File: config.mk
export PLATFORM = sky130hd
export DESIGN_NAME = fyse_outq
export DESIGN_NICKNAME = d
export VERILOG_FILES = /design/src/hdl/fyse_pkg.sv /design/src/hdl/fyse_outq.sv
export SDC_FILE = /design/constraint.sdc
export NUM_CORES = 1
export LEC_CHECK = 0
export ABC_AREA = 1
export BUFFER_PORTS_ARGS = -buffer_cell sky130_fd_sc_hd__buf_2
export CAP_MARGIN = 20
export CORE_MARGIN = 2
export CORE_UTILIZATION = 50
export CTS_CLUSTER_DIAMETER = 40
export DETAILED_ROUTE_END_ITERATION = 8
export GPL_TIMING_DRIVEN = 0
export MAX_ROUTING_LAYER = met4
export PLACE_DENSITY = 0.8
export RECOVER_POWER = 25
export SLEW_MARGIN = 20
export SYNTH_ARGS = -nofsm -noshare
export SYNTH_HDL_FRONTEND = slang
export SYNTH_SLANG_ARGS = --single-unit
File: constraint.sdc
create_clock -name clk -period 6.9 [get_ports clk]
set_input_delay 1.38 -clock clk [delete_from_list [all_inputs] [get_ports clk]]
set_output_delay 1.38 -clock clk [all_outputs]
set_load 0.02 [all_outputs]
File: src/hdl/fyse_pkg.sv
// Shared types and constants for the Fisher-Yates shuffle engine.
// No dependencies.
package fyse_pkg;

  localparam int MAX_LENGTH_DEF = 1024;
  localparam int LEN_W          = 11;
  localparam int POS_W          = 10;
  localparam int WORD_W         = 64;
  localparam int M_TDATA_W      = 24;
  localparam int EPOCH_W        = 8;
  localparam int Q_DEPTH        = 8;
  localparam int Q_AW           = 3;
  localparam int Q_CW           = 4;

  localparam logic OP_BEGIN = 1'b0;
  localparam logic OP_WORD  = 1'b1;

  typedef enum logic [1:0] {
    ST_NONE,
    ST_ONE,
    ST_SWAP
  } stage_kind_t;

  typedef struct packed {
    logic             last;
    logic [POS_W-1:0] value;
    logic [POS_W-1:0] position;
  } result_t;

  typedef struct packed {
    logic    v0;
    logic    v1;
    result_t r0;
    result_t r1;
  } push_t;

endpackage

File: src/hdl/fyse_outq.sv
// Result queue: takes up to two results a cycle, hands out one.
// Depends on fyse_pkg.
module fyse_outq (
  input  logic                      clk,
  input  logic                      rst,
  input  fyse_pkg::push_t           push,
  output logic                      room,
  output logic                      m_tvalid,
  input  logic                      m_tready,
  output logic [fyse_pkg::M_TDATA_W-1:0] m_tdata,  // position[9:0], value[19:10], zero pad
  output logic                      m_tlast
);

  fyse_pkg::result_t           q [fyse_pkg::Q_DEPTH];
  logic [fyse_pkg::Q_AW-1:0]   wp;
  logic [fyse_pkg::Q_AW-1:0]   rp;
  logic [fyse_pkg::Q_CW-1:0]   count;
  logic                        pop;
  fyse_pkg::result_t           head;

  assign pop      = m_tvalid && m_tready;
  assign m_tvalid = (count != '0);
  assign head     = q[rp];
  assign m_tdata  = fyse_pkg::M_TDATA_W'({head.value, head.position});
  assign m_tlast  = head.last;
  assign room     = (count <= fyse_pkg::Q_CW'(fyse_pkg::Q_DEPTH - 4));

  always_ff @(posedge clk) begin
    if (rst) begin
      wp    <= '0;
      rp    <= '0;
      count <= '0;
    end else begin
      wp    <= wp + fyse_pkg::Q_AW'(push.v0) + fyse_pkg::Q_AW'(push.v1);
      rp    <= rp + fyse_pkg::Q_AW'(pop);
      count <= count + fyse_pkg::Q_CW'(push.v0) + fyse_pkg::Q_CW'(push.v1)
               - fyse_pkg::Q_CW'(pop);
    end
  end

  always_ff @(posedge clk) begin
    if (push.v0) begin
      q[wp] <= push.r0;
    end
    if (push.v1) begin
      q[wp + fyse_pkg::Q_AW'(1)] <= push.r1;
    end
  end

`ifndef NO_ASSERTIONS
  a_no_overflow: assert property (@(posedge clk) disable iff (rst)
    count <= fyse_pkg::Q_CW'(fyse_pkg::Q_DEPTH))
    else $error("result queue overflow");

  a_pair_order: assert property (@(posedge clk) disable iff (rst)
    push.v1 |-> push.v0)
    else $error("second result pushed without first");

  a_ptr_gap: assert property (@(posedge clk) disable iff (rst)
    (wp - rp) == fyse_pkg::Q_AW'(count))
    else $error("queue pointers disagree with fill count");
`endif

endmodule

==> flow_summary.json <==
{
  "ff_latch_area_mm2": 0.00525,
  "clkSinkCount": 178,
  "fin_cells": 1792,
  "post-route-min-period_ns": 3.67,
  "ctsLongestPathBuffers": 2,
  "tns_ns": 0,
  "viasPerCell": 5.79,
  "firstDrtPassIters": 6,
  "mostFrequentLayoutCells": "nand2_1, inv_1, nand4_1, edfxtp_1, nand3_1",
  "arrival_ns": 2.29,
  "portBuffers": 26,
  "required_ns": 5.52,
  "drv_cap": 0,
  "initialDrtViolationCount": 1497,
  "ant_nets": 0,
  "path_clk_slew_ns": 0.07,
  "first_global_vias": 9701,
  "cts_setup_buffers": 0,
  "syn2layout_area_growth_pct": 11.1,
  "hold_viol": 0,
  "startpoint_type": "flop",
  "antenna_found_initial": 1,
  "start_util_pct": 50.7,
  "dieWidth_um": 152,
  "root_buffer": "clkbuf_16",
  "overflow": 0,
  "chipHeight_um": 152,
  "fillCellCount": 1897,
  "ys_seq_elements": 178,
  "final_area_mm2": 0.0122,
  "ir_worst_vdd_mv": 0.220,
  "layout_commonest_cell": "nand2_1",
  "rows": 54,
  "syn_area_mm2": 0.0110,
  "yosys.cell_types.count": 24,
  "crit_path_frequent_cell": "nand2_1",
  "grt_pass1_wl_um": 50900,
  "dieArea_mm2": 0.0232,
  "p_leak_nw": 6.01,
  "rsz0062_at_grt": "false",
  "multi_input_area_mm2": 0.00425,
  "postSynthCellCount": 1445,
  "worst-slew-pin-transition_ns": 0.832,
  "cts_hold_buf": 0,
  "timing.fmax_mhz": 273,
  "crit_type": "flop to output pin",
  "routedWlPerCell_um": 18.9,
  "core-area_mm2": 0.0217,
  "tritoncts": "yes",
  "h-tree-depth": 4,
  "cts_resized": 0,
  "nets": 1557,
  "hold_class": "flop to flop",
  "wl_um": 33900,
  "worst-path-max-fanout": 10,
  "yosysSeqAreaShare_pct": 47.7,
  "grt_usage_pct": 29.3,
  "crit_chain": "buf_2, clkinv_1, clkbuf_1, nand3_1, nand2_1, nand2_1, nand2_1, buf_2",
  "finalMaxSlewViolations": 0,
  "drc": 0,
  "cts-buffers-inserted": 17,
  "finalWorstSetupSlack_ns": 3.23,
  "status": "finished clean",
  "gp_congestion": 0.917,
  "place_ws_ns": 3.75,
  "slowest_stage": "clkbuf_1",
  "placed_area_mm2": 0.0116,
  "yosys_warnings": 0,
  "place_hpwl_um": 23800,
  "clock_latency_ns": 0.44,
  "synth.area.top_cells": "edfxtp_1, nand2_1, nand4_1",
  "yosys.area.top_type": "edfxtp_1",
  "fin_skew_ns": 0.0118,
  "grt_max_degree": 22,
  "slew_headroom_pct": 44.3,
  "syn_area_per_cell_um2": 7.61,
  "crit_path_end_kind": "output pin",
  "drive_above_1_share_pct": 11.3,
  "cpPeakStageDelay_ns": 0.51,
  "dp_cells": 1759,
  "finalSetupViolCount": 0,
  "pin_count": 74,
  "via_count": 10381,
  "yosys.area.top_type_share_pct": 45.9,
  "period_share_pct": 53.1,
  "p_per_area_mw_per_mm2": 323
}
## per-stage QoR
| stage | power (mW) | hold slack (ns) | utilization [%] |
|---|---|---|---|
| 6_report | 3.94 | 0.584 | 56.3 |
| 5_1_grt | 4.10 | 0.631 | 56.3 |
| 4_1_cts | 3.89 | 0.588 | 56.5 |
| 3_5_place_dp | 2.88 | 0.572 | 53.6 |
| 3_3_place_gp | 2.83 | 0.563 | 53.0 |
| 2_1_floorplan | 2.39 | 0.542 | - |
## cells by family (layout without fill, tap and decap cells)
logic type      after synthesis  count (layout)  share of synthesized area (%)
simple gates                899             899                           35.7
xor+xnor                      3               3                          0.239
flops                       178             178                           47.7
compound gates               12              12                          0.569
other cells                   1               5                         0.0341
buf+inv                     340             403                           14.2
fa+ha+maj                    12              12                           1.57
## cell usage after synthesis
cell / n
nand3_1: 94
a21oi_1: 2
buf_2: 76
edfxtp_1: 168
buf_6: 15
nor2_1: 11
a21boi_0: 1
nand2_1: 623
conb_1: 1
clkbuf_1: 27
fa_1: 3
buf_1: 10
inv_2: 2
buf_4: 20
clkbuf_2: 1
ha_1: 9
nand2_2: 2
nand4_1: 168
inv_1: 187
o21ai_0: 9
nor2_4: 1
dfxtp_1: 10
clkinv_1: 2
xnor2_1: 3
## final timing paths
path,startpoint,to,slack (ns),depth (start not counted)
setup / recovery,rp[1]$_SDFF_PP0_,m_tdata[11],3.23,8
setup reg to reg,wp[1]$_SDFF_PP0_,q[1][3]$_DFFE_PP_,4.58,7
hold reg to reg,rp[1]$_SDFF_PP0_,rp[1]$_SDFF_PP0_,0.58,3
hold / removal,rp[1]$_SDFF_PP0_,rp[1]$_SDFF_PP0_,0.58,3
## layer usage
metal	routed length [um]	share of wire [%]	global-route usage (%)	vias up
li1	-	-	-	4755
met1	11900	35	35.1	4685
met5	0	0	-	-
met4	1810	5.3	16.2	0
met3	4370	13	5.55	159
met2	15900	47	47.0	782
## flip-flops by register name (all words and copies together) (netlist names)
name   flops
q        168
rp         3
count      4
wp         3
## power breakdown
part / switching (mW) / total, mW / leakage (nW) / internal, mW
clock: 0.424 / 1.03 / 0.300 / 0.605
sequential: 0.0395 / 1.37 / 1.63 / 1.33
combinational: 1.11 / 1.54 / 4.08 / 0.426
## area by class of cell
cell class | count | area share (%)
Antenna cell | 1 | 0.0205
Buffer | 149 | 6.67
Clock buffer | 18 | 3.51
Clock inverter | 14 | 1.52
Inverter | 191 | 5.87
Multi-Input combinational cell | 930 | 34.8
Sequential cell | 178 | 42.9
Tap cell | 280 | 2.87
Timing Repair Buffer | 31 | 1.77
## critical path, delay by kind of cell (launching register included)
kind                   cells  cell delay [ns]
buffers and inverters      4             1.04
DFF                        1             0.31
and+or+nand+nor            4             0.49
No activity file was read; power rests on OpenSTA's default activity.
