## src/hdl/fyse_pkg.sv

```systemverilog
// Shared types and constants for the Fisher-Yates shuffle engine.
// No dependencies.
package fyse_pkg;

  localparam int MAX_LENGTH_DEF = 1024;
  localparam int LEN_W          = 11;
  localparam int POS_W          = 10;
  localparam int WORD_W         = 64;
  localparam int M_TDATA_W      = 24;
  localparam int EPOCH_W        = 8;
  localparam int Q_DEPTH        = 8;
  localparam int Q_AW           = 3;
  localparam int Q_CW           = 4;

  localparam logic OP_BEGIN = 1'b0;
  localparam logic OP_WORD  = 1'b1;

  typedef enum logic [1:0] {
    ST_NONE,
    ST_ONE,
    ST_SWAP
  } stage_kind_t;

  typedef struct packed {
    logic             last;
    logic [POS_W-1:0] value;
    logic [POS_W-1:0] position;
  } result_t;

  typedef struct packed {
    logic    v0;
    logic    v1;
    result_t r0;
    result_t r1;
  } push_t;

endpackage

```

## src/hdl/fyse_core.sv

```systemverilog
// Shuffle control: cursor, draw and accept, swap stage with forwarding,
// epoch tags and the tag sweep. Depends on fyse_pkg.
module fyse_core #(
  parameter int MAX_LENGTH = fyse_pkg::MAX_LENGTH_DEF,
  parameter int AW         = $clog2(MAX_LENGTH),
  parameter int DW         = fyse_pkg::EPOCH_W + AW
) (
  input  logic                          clk,
  input  logic                          rst,
  input  logic                          cfg_we,
  input  logic [fyse_pkg::LEN_W-1:0]    cfg_len,
  input  logic                          in_valid,
  input  logic                          in_op,
  input  logic [fyse_pkg::WORD_W-1:0]   in_word,
  output logic                          in_ready,
  input  logic                          q_room,
  output fyse_pkg::push_t               push,
  output logic [AW-1:0]                 ra,
  output logic [AW-1:0]                 rb,
  input  logic [DW-1:0]                 rd_a,
  input  logic [DW-1:0]                 rd_b,
  output logic                          we,
  output logic [AW-1:0]                 wa,
  output logic [DW-1:0]                 wd
);

  localparam int EW = fyse_pkg::EPOCH_W;
  localparam logic [AW-1:0] CUR_MAX   = AW'(MAX_LENGTH - 1);
  localparam logic [AW-1:0] LAST_ADDR = AW'(MAX_LENGTH - 1);
  localparam logic [EW-1:0] EPOCH_TOP = '1;

  logic [fyse_pkg::LEN_W-1:0] perm_length;
  logic [AW-1:0]              cursor;
  logic                       active;
  logic [EW-1:0]              epoch;
  logic                       clearing;
  logic [AW-1:0]              clr_addr;
  logic                       fwd_valid;
  logic [AW-1:0]              fwd_addr;
  logic [AW-1:0]              fwd_val;

  fyse_pkg::stage_kind_t      s1_kind;
  logic [AW-1:0]              s1_cur;
  logic [AW-1:0]              s1_r;
  logic                       s1_fin;

  logic                       accept;
  logic [AW-1:0]              mask;
  logic [AW-1:0]              draw;
  logic                       hit;
  logic                       len_one;
  logic [AW-1:0]              begin_cur;
  logic [AW-1:0]              b_addr;
  logic [AW-1:0]              val_a;
  logic [AW-1:0]              val_b;
  logic                       swap_we;

  function automatic logic [AW-1:0] entry(
    input logic [AW-1:0] addr,
    input logic [DW-1:0] rd,
    input logic          fv,
    input logic [AW-1:0] fa,
    input logic [AW-1:0] fval,
    input logic [EW-1:0] ep
  );
    logic [AW-1:0] res;
    if (fv && (fa == addr)) begin
      res = fval;
    end else if (rd[DW-1:AW] == ep) begin
      res = rd[AW-1:0];
    end else begin
      res = addr;
    end
    return res;
  endfunction

  assign in_ready = !clearing && q_room;
  assign accept   = in_valid && in_ready;

  always_comb begin
    for (int i = 0; i < AW; i++) begin
      mask[i] = |(cursor >> i);
    end
  end

  assign draw    = in_word[AW-1:0] & mask;
  assign hit     = active && (draw <= cursor);
  assign len_one = (perm_length <= fyse_pkg::LEN_W'(1));

  always_comb begin
    if (32'(perm_length) > 32'(MAX_LENGTH)) begin
      begin_cur = CUR_MAX;
    end else if (len_one) begin
      begin_cur = '0;
    end else begin
      begin_cur = AW'(perm_length - fyse_pkg::LEN_W'(1));
    end
  end

  // at the last step port B fetches entry 0 for the closing result
  assign ra = cursor;
  assign rb = (cursor == AW'(1)) ? '0 : draw;

  assign b_addr = s1_fin ? '0 : s1_r;
  assign val_a  = entry(s1_cur, rd_a, fwd_valid, fwd_addr, fwd_val, epoch);
  assign val_b  = entry(b_addr, rd_b, fwd_valid, fwd_addr, fwd_val, epoch);

  assign swap_we = (s1_kind == fyse_pkg::ST_SWAP) && !s1_fin;

  always_comb begin
    we = 1'b0;
    wa = s1_r;
    wd = {epoch, val_a};
    if (clearing) begin
      we = 1'b1;
      wa = clr_addr;
      wd = '0;
    end else if (swap_we) begin
      we = 1'b1;
    end
  end

  always_comb begin
    push = '0;
    case (s1_kind)
      fyse_pkg::ST_ONE: begin
        push.v0          = 1'b1;
        push.r0.last     = 1'b1;
      end
      fyse_pkg::ST_SWAP: begin
        push.v0          = 1'b1;
        push.r0.position = fyse_pkg::POS_W'(s1_cur);
        if (s1_fin) begin
          push.v1          = 1'b1;
          push.r0.value    = fyse_pkg::POS_W'((s1_r == '0) ? val_b : val_a);
          push.r1.value    = fyse_pkg::POS_W'((s1_r == '0) ? val_a : val_b);
          push.r1.last     = 1'b1;
        end else begin
          push.r0.value    = fyse_pkg::POS_W'(val_b);
        end
      end
      default: begin
        push = '0;
      end
    endcase
  end

  always_ff @(posedge clk) begin
    if (rst) begin
      perm_length <= fyse_pkg::LEN_W'(1);
      cursor      <= '0;
      active      <= 1'b0;
      epoch       <= EW'(1);
      clearing    <= 1'b1;
      clr_addr    <= '0;
      fwd_valid   <= 1'b0;
      s1_kind     <= fyse_pkg::ST_NONE;
    end else begin
      if (cfg_we) begin
        perm_length <= cfg_len;
      end
      if (clearing) begin
        clr_addr <= clr_addr + AW'(1);
        if (clr_addr == LAST_ADDR) begin
          clearing <= 1'b0;
        end
      end
      if (swap_we) begin
        fwd_valid <= 1'b1;
      end
      s1_kind <= fyse_pkg::ST_NONE;
      if (accept) begin
        if (in_op == fyse_pkg::OP_BEGIN) begin
          cursor    <= begin_cur;
          active    <= !len_one;
          fwd_valid <= 1'b0;
          if (len_one) begin
            s1_kind <= fyse_pkg::ST_ONE;
          end
          if (epoch == EPOCH_TOP) begin
            epoch    <= EW'(1);
            clearing <= 1'b1;
            clr_addr <= '0;
          end else begin
            epoch <= epoch + EW'(1);
          end
        end else if (hit) begin
          s1_kind <= fyse_pkg::ST_SWAP;
          cursor  <= cursor - AW'(1);
          if (cursor == AW'(1)) begin
            active <= 1'b0;
          end
        end
      end
    end
  end

  always_ff @(posedge clk) begin
    if (swap_we) begin
      fwd_addr <= s1_r;
      fwd_val  <= val_a;
    end
    if (accept) begin
      s1_cur <= cursor;
      s1_r   <= draw;
      s1_fin <= (cursor == AW'(1));
    end
  end

`ifndef NO_ASSERTIONS
  a_active_cursor: assert property (@(posedge clk) disable iff (rst)
    active |-> (cursor != '0))
    else $error("active with cursor at zero");

  a_draw_bound: assert property (@(posedge clk) disable iff (rst)
    (s1_kind == fyse_pkg::ST_SWAP) |-> (s1_r <= s1_cur))
    else $error("swap partner above cursor");

  a_fin_idle: assert property (@(posedge clk) disable iff (rst)
    (s1_kind == fyse_pkg::ST_SWAP) && s1_fin |-> !active)
    else $error("final swap left the engine active");

  a_sweep_fwd: assert property (@(posedge clk) disable iff (rst)
    clearing |-> !fwd_valid)
    else $error("forwarding entry live during tag sweep");
`endif

endmodule

```

## config.mk

```make
export PLATFORM = sky130hd
export DESIGN_NAME = fyse_core
export DESIGN_NICKNAME = d
export VERILOG_FILES = /design/src/hdl/fyse_pkg.sv /design/src/hdl/fyse_core.sv
export SDC_FILE = /design/constraint.sdc
export NUM_CORES = 1
export LEC_CHECK = 0
export ABC_AREA = 1
export BUFFER_PORTS_ARGS = -buffer_cell sky130_fd_sc_hd__clkbuf_2
export CAP_MARGIN = 25
export CORE_MARGIN = 3
export CORE_UTILIZATION = 50
export CTS_CLUSTER_SIZE = 28
export DETAILED_ROUTE_END_ITERATION = 12
export PLACE_DENSITY = 0.8
export SLEW_MARGIN = 20
export SYNTH_ARGS = -nofsm -noshare
export SYNTH_HDL_FRONTEND = slang
export SYNTH_SLANG_ARGS = --single-unit
export TNS_END_PERCENT = 50
```

## constraint.sdc

```tcl
create_clock -name clk -period 2.9 [get_ports clk]
set_clock_uncertainty 0.05 [all_clocks]
set_input_delay 0.725 -clock clk [delete_from_list [all_inputs] [get_ports clk]]
set_output_delay 0.725 -clock clk [all_outputs]
set_load 0.1 [all_outputs]
```

==> results by group <==
Logic synthesis
  – Mapped Area: 6140 sq um
  – Synth Flop Type: dfxtp_1
  – Synth Instances: between 900 and 1000
  – Yosys cell types: 39
  – Ys async rst share: 0%
  – Synthesis Warnings: 0
  – Syn_area_per_cell: 6.59 sq um
  – Flops & latches, synth: between 80 and 90
  – Post-synth EDFFs: 41
  – Sequential element share of the synthesized area: between 30% and 40%

Critical path
  – Worst setup EP type: primary output
  – Critical Path Start Type: input port
  – Critical Path RT: 2.12 ns
  – Crit-path max FO: 10
  – CP Class: in2out
  – WP data arrival: 2.32 ns

Power
  – Design Power: 2.72 mW
  – Lkg Pwr: 4.32 nW
  – VDD IR max: roughly 0.0003 V
  – Cell Pwr Density: slightly above 300 nW/um^2

Floorplanning
  – Initial Util: 52.4%
  – Ports: between 200 and 250
  – Row Count: 39
  – Chip width: about 120 microns
  – CORE AREA: 11700 sq um
  – Chip height: around 120 microns
  – Die footprint: roughly 14000 sq um

Timing
  – Fin crit share: 107%
  – Unrepaired setup endpoints after global routing: yes
  – Setup TNS: -3.25 ns
  – Worst-margin pin slew: ~0.57 ns
  – Min Clock Period, post-route: approximately 3.1 ns
  – Final slew viol count: 0
  – Final setup margin: -0.193 ns
  – Max Clk Rate: 323 MHz
  – Hold_ws: around 0.41 ns
  – Final hold vios: 0
  – Final setup fails: 29
  – Slew margin rel.: ~62%

Clocking
  – H-tree depth: 3
  – Clk Latency, worst-skew pair: 0.34 ns
  – CTS tree: built
  – Clock Tree Buf Depth: 2
  – Clk pin slew, worst setup/hold paths: 0.06 ns
  – CTS buffer count: 9
  – CTS Sinks: 85
  – Root buf cell: clkbuf_16

Drt
  – DR DRC count: 0
  – Via density: 5.39
  – First DRT Iteration DRCs: slightly below 600
  – Antenna viol nets, final: 0
  – Final wirelength: between 15 and 20 mm
  – DRT Pass-1 Iters: 5
  – Vias: about 6900
  – Wire length per cell: roughly 15 microns

Run status
  – Failing checks: negative setup slack
  – Outcome: complete, but fails checks

Placement
  – Pre-CTS setup slack: -0.234 ns
  – DP Area: about 8100 sq um
  – Placed instance count: about 1200
  – DP HPWL: 15.1 mm
  – Routability cong.: roughly 0.98
  – I/O Buffers: roughly 150

GRT
  – Initial antenna violation count: 0
  – Vias in the first global route: about 6400
  – Global-route wire length before repair: around 31 mm
  – Largest net degree at the start of global routing: 25
  – Grt total ovfl: 0
  – Gr usage total: 28.5%

Cells and area
  – Layout Nets: 1260
  – # diodes: 0
  – Design Area, Final: 8750 sq um
  – Area growth, synth to finish: 42.5%
  – Fillers: 895
  – Final Util: approximately three quarters
  – Fin cells: ~1300
  – Share of cells above drive strength 1: between 20% and 30%

Hold path
  – Worst min-delay path class: reg2reg

Flow run
  – Max-Cap Viols: 0
## worst max-delay path: stages
cell      delay, ns
clkbuf_2       0.09
xnor2_1        0.17
nand2_1        0.12
nor2_2         0.14
buf_4          0.14
nand2_1        0.05
buf_4          0.17
nand2_1        0.06
nand3_1        0.14
nand2_2        0.11
nor2_1         0.05
nor2_2         0.15
buf_12         0.20
## layer usage
layer	GRT usage [%]	vias up	wire (microns)
met5	0	-	0
met4	11.8	0	635
met3	5.35	48	1570
met2	48.2	338	9610
met1	35.9	3134	7770
li1	-	3341	-
## power breakdown
group | switching, mW | leakage, nW | total, mW | internal [mW]
clock | 0.483 | 0.145 | 1.15 | 0.668
combinational | 0.192 | 3.44 | 0.292 | 0.100
sequential | 0.0136 | 0.735 | 1.27 | 1.26
## timing repair
action,in CTS,in global routing
gates cloned,0,1
setup endpoints to repair,32,43
hold buffers,0,0
hold endpoints to repair,0,0
buffers inserted,2,5
pin swaps,8,10
resized for setup,46,34
## logic make-up (layout without fill, tap and decap cells)
logic type | count (synthesis) | after routing | share of synthesized area (%)
xor+xnor | 39 | 39 | 5.57
other cells | 1 | 10 | 0.0611
flops | 85 | 85 | 34.4
simple gates | 560 | 560 | 39.5
compound gates | 71 | 71 | 6.16
buf+inv | 157 | 347 | 10.6
fa+ha+maj | 18 | 18 | 3.67
## Yosys cell counts (all sizes together) (3+ instances only)
| cell | instances | area share, % |
|---|---|---|
| o21ai | 42 | 3.4 |
| nand3 | 93 | 7.7 |
| clkinv | 3 | 0.20 |
| a21boi | 3 | 0.37 |
| xnor2 | 21 | 3.0 |
| a21oi | 20 | 1.6 |
| inv | 113 | 6.9 |
| nor3 | 8 | 0.73 |
| dfxtp | 44 | 14 |
| xor2 | 18 | 2.6 |
| nand3b | 18 | 2.3 |
| buf | 26 | 2.6 |
| nand2 | 240 | 15 |
| and2 | 5 | 0.51 |
| nand4 | 21 | 2.1 |
| ha | 18 | 3.7 |
| edfxtp | 41 | 20 |
| nor2 | 171 | 11 |
| clkbuf | 15 | 0.92 |
## layout make-up
| type | count | area (sq um) | share of cell area [%] |
|---|---|---|---|
| flip-flops and latches | 85 | 2120 | 24.3 |
| well taps | 143 | 179 | 2.05 |
| multi-input cells | 698 | 3770 | 43.1 |
| inverters | 116 | 448 | 5.12 |
| clock inverters | 6 | 60.1 | 0.686 |
| repair buffers | 215 | 1940 | 22.2 |
| clock buffers | 10 | 229 | 2.62 |
## sequential cells by signal, summed over array words and instances, names as in the netlist
name         count
active           1
clearing         1
clr_addr        10
epoch            8
fwd_addr        10
fwd_val         10
fwd_valid        1
perm_length     11
ra              10
s1_cur          10
s1_fin           1
s1_kind          2
s1_r            10
## worst paths after layout
| kind | start | to | slack, ns | cells after the start |
|---|---|---|---|---|
| worst max-delay path | rd_b[15] | push[34] | -0.19 | 13 |
| worst min-delay path | ra[7]$_SDFFE_PP0P_ | s1_cur[7]$_DFFE_PP_ | 0.41 | 0 |
| worst max register to register | ra[8]$_SDFFE_PP0P_ | ra[5]$_SDFFE_PP0P_ | 0.24 | 15 |
| worst min register to register | ra[7]$_SDFFE_PP0P_ | s1_cur[7]$_DFFE_PP_ | 0.41 | 0 |
## cell usage in the layout (no fill, tap or decap), drive strengths merged
cell type and n:
nand2 240, nor2 171, inv 115, buf 113, clkbuf 112, nand3 93, dfxtp 44, o21ai 42
edfxtp 41, nand4 21, xnor2 21, a21oi 20, xor2 18, ha 18, nand3b 18, conb 10
nor3 8, clkinv 6, and2 5, a21boi 3, and3 2, o21a 2, o21bai 2, a211oi 2
nor4 2, bufinv 1
No activity file was read; power rests on OpenSTA's default activity.
